--- config.mk ---
export PLATFORM = sky130hd
export DESIGN_NAME = tag_metadata_stream_decoder
export DESIGN_NICKNAME = d
export VERILOG_FILES = /design/src/rtl/tmsd_pkg.sv /design/src/rtl/tmsd_parser.sv /design/src/rtl/tmsd_emitter.sv /design/src/rtl/tag_metadata_stream_decoder.sv
export SDC_FILE = /design/constraint.sdc
export NUM_CORES = 1
export LEC_CHECK = 0
export BUFFER_PORTS_ARGS = -buffer_cell sky130_fd_sc_hd__buf_4
export CAP_MARGIN = 20
export CORE_MARGIN = 2
export CORE_UTILIZATION = 40
export CTS_CLUSTER_SIZE = 30
export DETAILED_ROUTE_END_ITERATION = 10
export HOLD_SLACK_MARGIN = 0.06
export PLACE_DENSITY = 0.59
export SLEW_MARGIN = 15
export SYNTH_ARGS = -nofsm -noshare
export SYNTH_HDL_FRONTEND = slang
export SYNTH_SLANG_ARGS = --single-unit
--- constraint.sdc ---
create_clock -name clk -period 10.4 [get_ports clk]
set_input_delay 1.56 -clock clk [delete_from_list [all_inputs] [get_ports clk]]
set_output_delay 1.56 -clock clk [all_outputs]
set_load 0.01 [all_outputs]
--- src/rtl/tmsd_pkg.sv ---
package tmsd_pkg;

  localparam int unsigned ADDR_BYTES_DEF = 4;
  localparam int unsigned CNT_W          = 5;
  localparam int unsigned MASK_W         = 10;

  // opcode bytes as they appear in the stream
  localparam logic [7:0] OPB_SET_BASE    = 8'h01;
  localparam logic [7:0] OPB_TAG_ADDR    = 8'h02;
  localparam logic [7:0] OPB_TAG_RANGE   = 8'h03;
  localparam logic [7:0] OPB_POLICY_A    = 8'h04;
  localparam logic [7:0] OPB_POLICY_B    = 8'h05;
  localparam logic [7:0] OPB_RANKED_A    = 8'h06;
  localparam logic [7:0] OPB_RANKED_B    = 8'h07;
  localparam logic [7:0] OPB_END_BLOCK   = 8'h08;
  localparam logic [7:0] OPB_WEAK_DECL   = 8'h09;
  localparam logic [7:0] OPB_FUNC_RANGE  = 8'h0a;

  typedef enum logic [3:0] {
    OP_NONE       = 4'h0,
    OP_SET_BASE   = 4'h1,
    OP_TAG_ADDR   = 4'h2,
    OP_TAG_RANGE  = 4'h3,
    OP_END_BLOCK  = 4'h8,
    OP_FUNC_RANGE = 4'ha
  } opcode_t;

  typedef enum logic [1:0] {
    ST_RANGE   = 2'd0,
    ST_POLICY  = 2'd1,
    ST_UNKNOWN = 2'd2,
    ST_NO_BASE = 2'd3
  } status_t;

  // finished record handed from the parser to the address stage
  typedef struct packed {
    status_t     status;
    logic [63:0] base;
    logic [63:0] start_off;
    logic [63:0] end_off;
    logic [7:0]  tag;
  } rec_t;

endpackage

--- src/rtl/tmsd_parser.sv ---
module tmsd_parser #(
  parameter int unsigned ADDRESS_BYTES = tmsd_pkg::ADDR_BYTES_DEF
) (
  input  logic                        clk,
  input  logic                        rst,
  input  logic                        in_fire,
  input  logic [7:0]                  stream_byte,
  input  logic                        stream_start,
  input  logic [tmsd_pkg::MASK_W-1:0] tag_mask,
  input  logic                        rec_take,
  output logic                        in_ready,
  output logic                        rec_valid,
  output tmsd_pkg::rec_t              rec
);
  import tmsd_pkg::*;

  localparam logic [CNT_W-1:0] LEN_SET_BASE   = CNT_W'(8);
  localparam logic [CNT_W-1:0] LEN_TAG_ADDR   = CNT_W'(ADDRESS_BYTES + 1);
  localparam logic [CNT_W-1:0] LEN_TAG_RANGE  = CNT_W'(2 * ADDRESS_BYTES + 1);
  localparam logic [CNT_W-1:0] LEN_END_BLOCK  = CNT_W'(ADDRESS_BYTES);
  localparam logic [CNT_W-1:0] LEN_FUNC_RANGE = CNT_W'(2 * ADDRESS_BYTES);

  opcode_t          cur_op, cur_op_next;
  logic [CNT_W-1:0] cnt, cnt_next;
  logic [63:0]      base, base_next;
  logic [63:0]      op1, op1_next;
  logic [63:0]      op2, op2_next;
  logic             halted, halted_next;
  logic             first_pend, first_pend_next;

  opcode_t          eff_op;
  logic [CNT_W-1:0] eff_cnt;
  logic [63:0]      eff_base, eff_op1, eff_op2;
  logic             eff_halted, eff_pend;
  logic [CNT_W-1:0] total;
  logic             done, err, tag_en;
  status_t          err_st;
  logic             fire_rec;
  rec_t             rec_next;

  assign in_ready = !rec_valid || rec_take;

  // tag codes 1..10 map onto mask bits 0..9
  assign tag_en = (stream_byte >= 8'd1) && (stream_byte <= 8'd10) &&
                  tag_mask[stream_byte[3:0] - 4'd1];

  always_comb begin
    // a new stream clears the parser before its first byte is looked at
    eff_op     = stream_start ? OP_NONE : cur_op;
    eff_cnt    = stream_start ? '0 : cnt;
    eff_base   = stream_start ? '0 : base;
    eff_op1    = stream_start ? '0 : op1;
    eff_op2    = stream_start ? '0 : op2;
    eff_halted = stream_start ? 1'b0 : halted;
    eff_pend   = stream_start ? 1'b1 : first_pend;

    cur_op_next     = eff_op;
    cnt_next        = eff_cnt;
    base_next       = eff_base;
    op1_next        = eff_op1;
    op2_next        = eff_op2;
    halted_next     = eff_halted;
    first_pend_next = eff_pend;

    err      = 1'b0;
    err_st   = ST_UNKNOWN;
    fire_rec = 1'b0;
    rec_next = '0;
    total    = '0;
    done     = 1'b0;

    if (!eff_halted) begin
      if (eff_op == OP_NONE) begin
        if (eff_pend) begin
          first_pend_next = 1'b0;
          if (stream_byte != OPB_SET_BASE) begin
            err    = 1'b1;
            err_st = ST_NO_BASE;
          end
        end
        if (!err) begin
          unique case (stream_byte) inside
            OPB_SET_BASE, OPB_TAG_ADDR, OPB_TAG_RANGE, OPB_END_BLOCK,
            OPB_FUNC_RANGE: begin
              cur_op_next = opcode_t'(stream_byte[3:0]);
              cnt_next    = '0;
              op1_next    = '0;
              op2_next    = '0;
            end
            OPB_POLICY_A, OPB_POLICY_B, OPB_RANKED_A, OPB_RANKED_B,
            OPB_WEAK_DECL: begin
              err    = 1'b1;
              err_st = ST_POLICY;
            end
            default: begin
              err    = 1'b1;
              err_st = ST_UNKNOWN;
            end
          endcase
        end
        if (err) begin
          halted_next     = 1'b1;
          cur_op_next     = OP_NONE;
          cnt_next        = '0;
          fire_rec        = 1'b1;
          rec_next.status = err_st;
        end
      end else begin
        // operand bytes are little-endian; each lane is written once
        for (int i = 0; i < 8; i++) begin
          if ((eff_op == OP_SET_BASE || i < ADDRESS_BYTES) &&
              eff_cnt == CNT_W'(i))
            op1_next[8*i +: 8] = stream_byte;
          if ((eff_op == OP_TAG_RANGE || eff_op == OP_FUNC_RANGE) &&
              i < ADDRESS_BYTES && eff_cnt == CNT_W'(ADDRESS_BYTES + i))
            op2_next[8*i +: 8] = stream_byte;
        end
        unique case (eff_op)
          OP_SET_BASE:   total = LEN_SET_BASE;
          OP_TAG_ADDR:   total = LEN_TAG_ADDR;
          OP_TAG_RANGE:  total = LEN_TAG_RANGE;
          OP_END_BLOCK:  total = LEN_END_BLOCK;
          OP_FUNC_RANGE: total = LEN_FUNC_RANGE;
          default:       total = '0;
        endcase
        done     = (eff_cnt + CNT_W'(1)) == total;
        cnt_next = eff_cnt + CNT_W'(1);
        if (done) begin
          cur_op_next = OP_NONE;
          cnt_next    = '0;
          // last byte of a tag record is the tag itself
          rec_next.status = ST_RANGE;
          rec_next.base   = eff_base;
          rec_next.tag    = stream_byte;
          unique case (eff_op)
            OP_SET_BASE: base_next = op1_next;
            OP_TAG_ADDR: begin
              fire_rec           = tag_en;
              rec_next.start_off = eff_op1;
              rec_next.end_off   = eff_op1 + 64'(ADDRESS_BYTES);
            end
            OP_TAG_RANGE: begin
              fire_rec           = tag_en;
              rec_next.start_off = eff_op1;
              rec_next.end_off   = eff_op2;
            end
            default: ;
          endcase
        end
      end
    end
  end

  always_ff @(posedge clk) begin
    if (rst) begin
      cur_op     <= OP_NONE;
      cnt        <= '0;
      base       <= '0;
      op1        <= '0;
      op2        <= '0;
      halted     <= 1'b0;
      first_pend <= 1'b1;
      rec_valid  <= 1'b0;
    end else begin
      if (in_fire) begin
        cur_op     <= cur_op_next;
        cnt        <= cnt_next;
        base       <= base_next;
        op1        <= op1_next;
        op2        <= op2_next;
        halted     <= halted_next;
        first_pend <= first_pend_next;
        rec_valid  <= fire_rec;
      end else if (rec_take) begin
        rec_valid <= 1'b0;
      end
    end
  end

  always_ff @(posedge clk) begin
    if (in_fire)
      rec <= rec_next;
  end

  a_err_halts: assert property (@(posedge clk) disable iff (rst)
    (in_fire && fire_rec && rec_next.status != ST_RANGE) |=> halted)
    else $error("error word did not halt the parser");

  a_idle_count: assert property (@(posedge clk) disable iff (rst)
    (cur_op == OP_NONE) |-> (cnt == '0))
    else $error("operand count left over while waiting for opcode");

  a_count_bound: assert property (@(posedge clk) disable iff (rst)
    cnt < LEN_TAG_RANGE || cnt < LEN_SET_BASE)
    else $error("operand count ran past record length");

endmodule

--- src/rtl/tmsd_emitter.sv ---
module tmsd_emitter (
  input  logic              clk,
  input  logic              rst,
  input  logic              rec_valid,
  input  tmsd_pkg::rec_t    rec,
  output logic              rec_take,
  output logic              out_valid,
  input  logic              out_ready,
  output tmsd_pkg::status_t status,
  output logic [63:0]       range_start,
  output logic [63:0]       range_end,
  output logic [7:0]        tag_code
);
  import tmsd_pkg::*;

  assign rec_take = !out_valid || out_ready;

  always_ff @(posedge clk) begin
    if (rst) begin
      out_valid <= 1'b0;
    end else if (rec_take) begin
      out_valid <= rec_valid;
    end
  end

  // error records carry zero offsets and base, so these sums come out zero
  always_ff @(posedge clk) begin
    if (rec_take && rec_valid) begin
      status      <= rec.status;
      range_start <= rec.base + rec.start_off;
      range_end   <= rec.base + rec.end_off;
      tag_code    <= rec.tag;
    end
  end

  a_err_zero: assert property (@(posedge clk) disable iff (rst)
    (out_valid && status != ST_RANGE) |->
      (range_start == '0 && range_end == '0 && tag_code == '0))
    else $error("error word with nonzero fields");

  a_tag_legal: assert property (@(posedge clk) disable iff (rst)
    (out_valid && status == ST_RANGE) |-> (tag_code != '0 && tag_code <= 8'd10))
    else $error("range word with tag code outside enable range");

endmodule

--- src/rtl/tag_metadata_stream_decoder.sv ---
// Channel  Handshake               Payload
// in       in_valid / in_ready     stream_byte[7:0], stream_start
// out      out_valid / out_ready   status[1:0], range_start[63:0], range_end[63:0],
//                                  tag_code[7:0]
// cfg      cfg_valid / cfg_ready   enabled_tag_mask[9:0]
//
// One byte word is taken per cycle while in_ready is high. The parser stage
// (opcode decode, operand shift-in, end-offset add) registers the record when
// the byte that completes it is accepted; the address stage (base add) registers
// the result word when it takes that record from the parser stage.
// rst is synchronous; it clears the parser, the tag mask and both valid flags.
// Backpressure on out stalls the address stage, then the parser stage, then
// in_ready; with out_ready held high the decoder never stalls.
module tag_metadata_stream_decoder #(
  parameter int unsigned ADDRESS_BYTES = tmsd_pkg::ADDR_BYTES_DEF
) (
  input  logic                        clk,
  input  logic                        rst,
  // stream byte input
  input  logic                        in_valid,
  output logic                        in_ready,
  input  logic [7:0]                  stream_byte,
  input  logic                        stream_start,
  // tag mask write
  input  logic                        cfg_valid,
  output logic                        cfg_ready,
  input  logic [tmsd_pkg::MASK_W-1:0] enabled_tag_mask,
  // result output
  output logic                        out_valid,
  input  logic                        out_ready,
  output tmsd_pkg::status_t           status,
  output logic [63:0]                 range_start,
  output logic [63:0]                 range_end,
  output logic [7:0]                  tag_code
);
  import tmsd_pkg::*;

  logic [MASK_W-1:0] tag_mask;
  logic              in_fire;
  logic              rec_valid;
  logic              rec_take;
  rec_t              rec;

  // the user must see that the mask is only written while the decoder is idle; not enforced, so always ready
  assign cfg_ready = 1'b1;
  assign in_fire   = in_valid && in_ready;

  always_ff @(posedge clk) begin
    if (rst) begin
      tag_mask <= '0;
    end else if (cfg_valid) begin
      tag_mask <= enabled_tag_mask;
    end
  end

  tmsd_parser #(
    .ADDRESS_BYTES (ADDRESS_BYTES)
  ) u_parser (
    .clk          (clk),
    .rst          (rst),
    .in_fire      (in_fire),
    .stream_byte  (stream_byte),
    .stream_start (stream_start),
    .tag_mask     (tag_mask),
    .rec_take     (rec_take),
    .in_ready     (in_ready),
    .rec_valid    (rec_valid),
    .rec          (rec)
  );

  tmsd_emitter u_emitter (
    .clk         (clk),
    .rst         (rst),
    .rec_valid   (rec_valid),
    .rec         (rec),
    .rec_take    (rec_take),
    .out_valid   (out_valid),
    .out_ready   (out_ready),
    .status      (status),
    .range_start (range_start),
    .range_end   (range_end),
    .tag_code    (tag_code)
  );

endmodule

==> flow_metrics.env <==
export IMPL_critical_path_class="primary input to register"
export IMPL_hp_start="u_parser.rec[3]"
export IMPL_avgSynthCellArea_sq_um=9.91
export IMPL_start_util_pct=40.4
export IMPL_place_area_sq_um=31400
export IMPL_stdcell_area_sq_um=33500
export IMPL_fp_dieW_um=276
export IMPL_skew_ns=0.0256
export IMPL_max_slew_margin_pct=26.3
export IMPL_reg2reg_from="u_parser.rec[136]"
export IMPL_ys_types=88
export IMPL_post_cts_buffers=0
export IMPL_area_growth_pct=13.6
export IMPL_yosysWarningCount=0
export IMPL_wl_per_cell_um=22.2
export IMPL_startpoint="stream_start"
export IMPL_num_rows=99
export IMPL_tritoncts="done"
export IMPL_layout_nets=3196
export IMPL_place_congestion=0.896
export IMPL_clk_insertion_delay_late_ns=0.64
export IMPL_status="complete, no violations"
export IMPL_synthArstFlopShare_pct=0
export IMPL_finalPower_uw=5200
export IMPL_die_h_um=276
export IMPL_cp_start_kind="primary input"
export IMPL_grt_pass1_wl_um=136000
export IMPL_syn_area_sq_um=29500
export IMPL_drv_slew=0
export IMPL_rsz0062_at_grt="false"
export IMPL_cp_required_ns=10.95
export IMPL_grt_pass1_vias=22500
export IMPL_max_freq_mhz=195
export IMPL_hold_class="register to register"
export IMPL_dieArea_sq_um=75900
export IMPL_synthXorXnorAreaFrac_pct=5.61
export IMPL_cts_reportedPaths_clkPinSlew_ns=0.06
export IMPL_p_leak_uw=0.0128
export IMPL_drc=0
export IMPL_hold_viol_final=0
export IMPL_first_iter_violations=2343
export IMPL_diodes=0
export IMPL_wl_um=89700
export IMPL_critPathArrivalTime_ns=5.69
export IMPL_htreeDepth=2
export IMPL_antenna_found_initial=1
export IMPL_tightest_slew_ns=1.11
export IMPL_cts_repair_resize_count=0
export IMPL_synth_mux_area_fraction_pct=1.11
export IMPL_yosys_area_top_type_share_pct=34.6
export IMPL_core_area_sq_um=73000
export IMPL_cap_violations=0
export IMPL_finalSetupViolCount=0
export IMPL_drive_above_1_share_pct=11.1
export IMPL_ys_seq_area_share_pct=49.2
export IMPL_tns_ns=0
export IMPL_clk_path_buf_depth=3
export IMPL_period_share_pct=49.4
export IMPL_grt_usage_pct=23.2
export IMPL_postRouteAntennaNets=0
export IMPL_ys_flop_type="edfxtp_1"
export IMPL_grt_max_degree=105
export IMPL_syn_inst=2975
export IMPL_cts_buffers=61
export IMPL_yosysTopAreaCell="edfxtp_1"
export IMPL_drt_first_pass_iters=5
export IMPL_power_density_nw_per_um2=155
export IMPL_ir_worst_vdd_mv=0.111
export IMPL_synth_area_leaders="edfxtp_1 35%, dfxtp_1 15%, ha_1 5.8%, nor2_1 5.3%, a22oi_1 4.3%"
export IMPL_synthAdderAreaFrac_pct=5.91
export IMPL_period_needed_ns=5.13
export IMPL_synth_edf_count=340
export IMPL_num_io_pins=165
export IMPL_cts_root_buf="clkbuf_16"
export IMPL_viasPerCell=5.75
export IMPL_grt_ovfl_total=0
export IMPL_synth_top_family_by_area="simple AND/OR/NAND/NOR gates"
export IMPL_synth_compound_area_share_pct=16.9
export IMPL_cp_max_fo=66
export IMPL_dp_final_hpwl_um=63300
export IMPL_syn_nets=3137
export IMPL_cp_end_kind="register"
export IMPL_synth_seq_cells=555
export IMPL_num_vias=23300
export IMPL_synth_simple_area_share_pct=18.1
export IMPL_portBuffers=163
export IMPL_clock_sinks=555
export IMPL_cts_hold_buffers_added=0
## cells by family (layout without fill, tap and decap cells)
group                    Yosys count  after routing
AO/OA/AOI/OAI                    753            753
XOR/XNOR                         189            189
adder cells (fa/ha/maj)          138            138
buffers and inverters            233            345
flip-flops                       555            555
multiplexers                      30             30
other                              1              1
AND/OR/NAND/NOR                 1076           1076
## final timing paths
kind | endpoint | slack, ns | depth (start not counted)
max | u_parser.base[3] | 5.27 | 15
min | u_emitter.tag_code[3] | 0.42 | 0
max reg2reg | u_emitter.range_start[58] | 5.55 | 12
min reg2reg | u_emitter.tag_code[3] | 0.42 | 0
## power breakdown
part,internal (uW),switching [uW]
Sequential,2420,30.9
Combinational,192,346
Clock,1280,930
Total,3890,1310
## through the flow
stage	std cells	util, %	hold WS (ns)	worst slack, ns
2_1_floorplan	2975	-	0.400	1.86
3_3_place_gp	3928	43.1	0.411	4.83
3_5_place_dp	3928	43.1	0.405	4.69
4_1_cts	4044	45.9	0.425	5.34
5_1_grt	4046	45.9	0.447	4.94
6_report	4046	45.9	0.421	5.27
## registers in the layout (all words and copies together) (netlist names)
register               flops
u_parser.rec             202
u_emitter.range_end       64
u_emitter.range_start     64
u_parser.base             64
u_parser.op1              64
u_parser.op2              64
tag_mask                  10
u_emitter.tag_code         8
u_parser.cnt               5
u_parser.cur_op            4
u_emitter.status           2
u_emitter.out_valid        1
u_parser.first_pend        1
u_parser.halted            1
u_parser.rec_valid         1
## cell usage in the layout, fill, tap and decap left out, types with 42 or more instances in the layout
cell	instances
xor2_1	81
a22oi_1	169
a21o_1	80
clkbuf_16	64
and3_1	50
edfxtp_1	340
a21oi_1	189
buf_4	181
dfxtp_1	214
o21ai_0	119
nor2_1	413
inv_1	42
nand3_1	55
and2_1	108
ha_1	136
nand2_1	189
xnor2_1	108
nand4_1	51
## layout make-up
| class | instances | area (sq um) |
|---|---|---|
| Fill cell | 6822 | 39500 |
| Sequential cell | 555 | 14500 |
| Multi-Input combinational cell | 2187 | 14200 |
| Clock buffer | 80 | 1730 |
| Timing Repair Buffer | 183 | 1390 |
| Tap cell | 959 | 1200 |
| Clock inverter | 36 | 324 |
| Inverter | 46 | 180 |
## cells in the mapped netlist, types with 27 or more instances
master	n
nor3_1	40
ha_1	136
clkbuf_1	167
a32oi_1	27
a21oi_1	189
nand2b_1	38
o21ai_0	119
nand2_1	190
nor2_1	418
and3_1	50
xor2_1	81
nor2b_1	32
a22oi_1	169
and2_1	108
dfxtp_1	215
inv_1	43
nand4_1	51
nand3_1	55
a21o_1	80
edfxtp_1	340
xnor2_1	108
mux2i_1	27
## critical path, stage by stage
cell	delay (ns)
buf_4	0.38
buf_4	0.64
nand2b_1	0.28
inv_1	0.09
ha_1	0.33
nand3_1	0.15
xnor2_1	0.13
nand2b_1	0.09
nand4_1	0.28
or2_1	0.18
nor2_1	0.07
o21ai_4	0.57
buf_4	0.60
a22oi_1	0.18
nor2_1	0.12
## routing by layer
layer	wire (um)	vias to the layer above	global-route usage (%)
met5	0	-	0
met4	2760	0	7.51
met2	40200	864	36.5
li1	-	11000	-
met3	6270	147	3.61
met1	40500	11300	32.8
(Power assumes the default switching activity.)
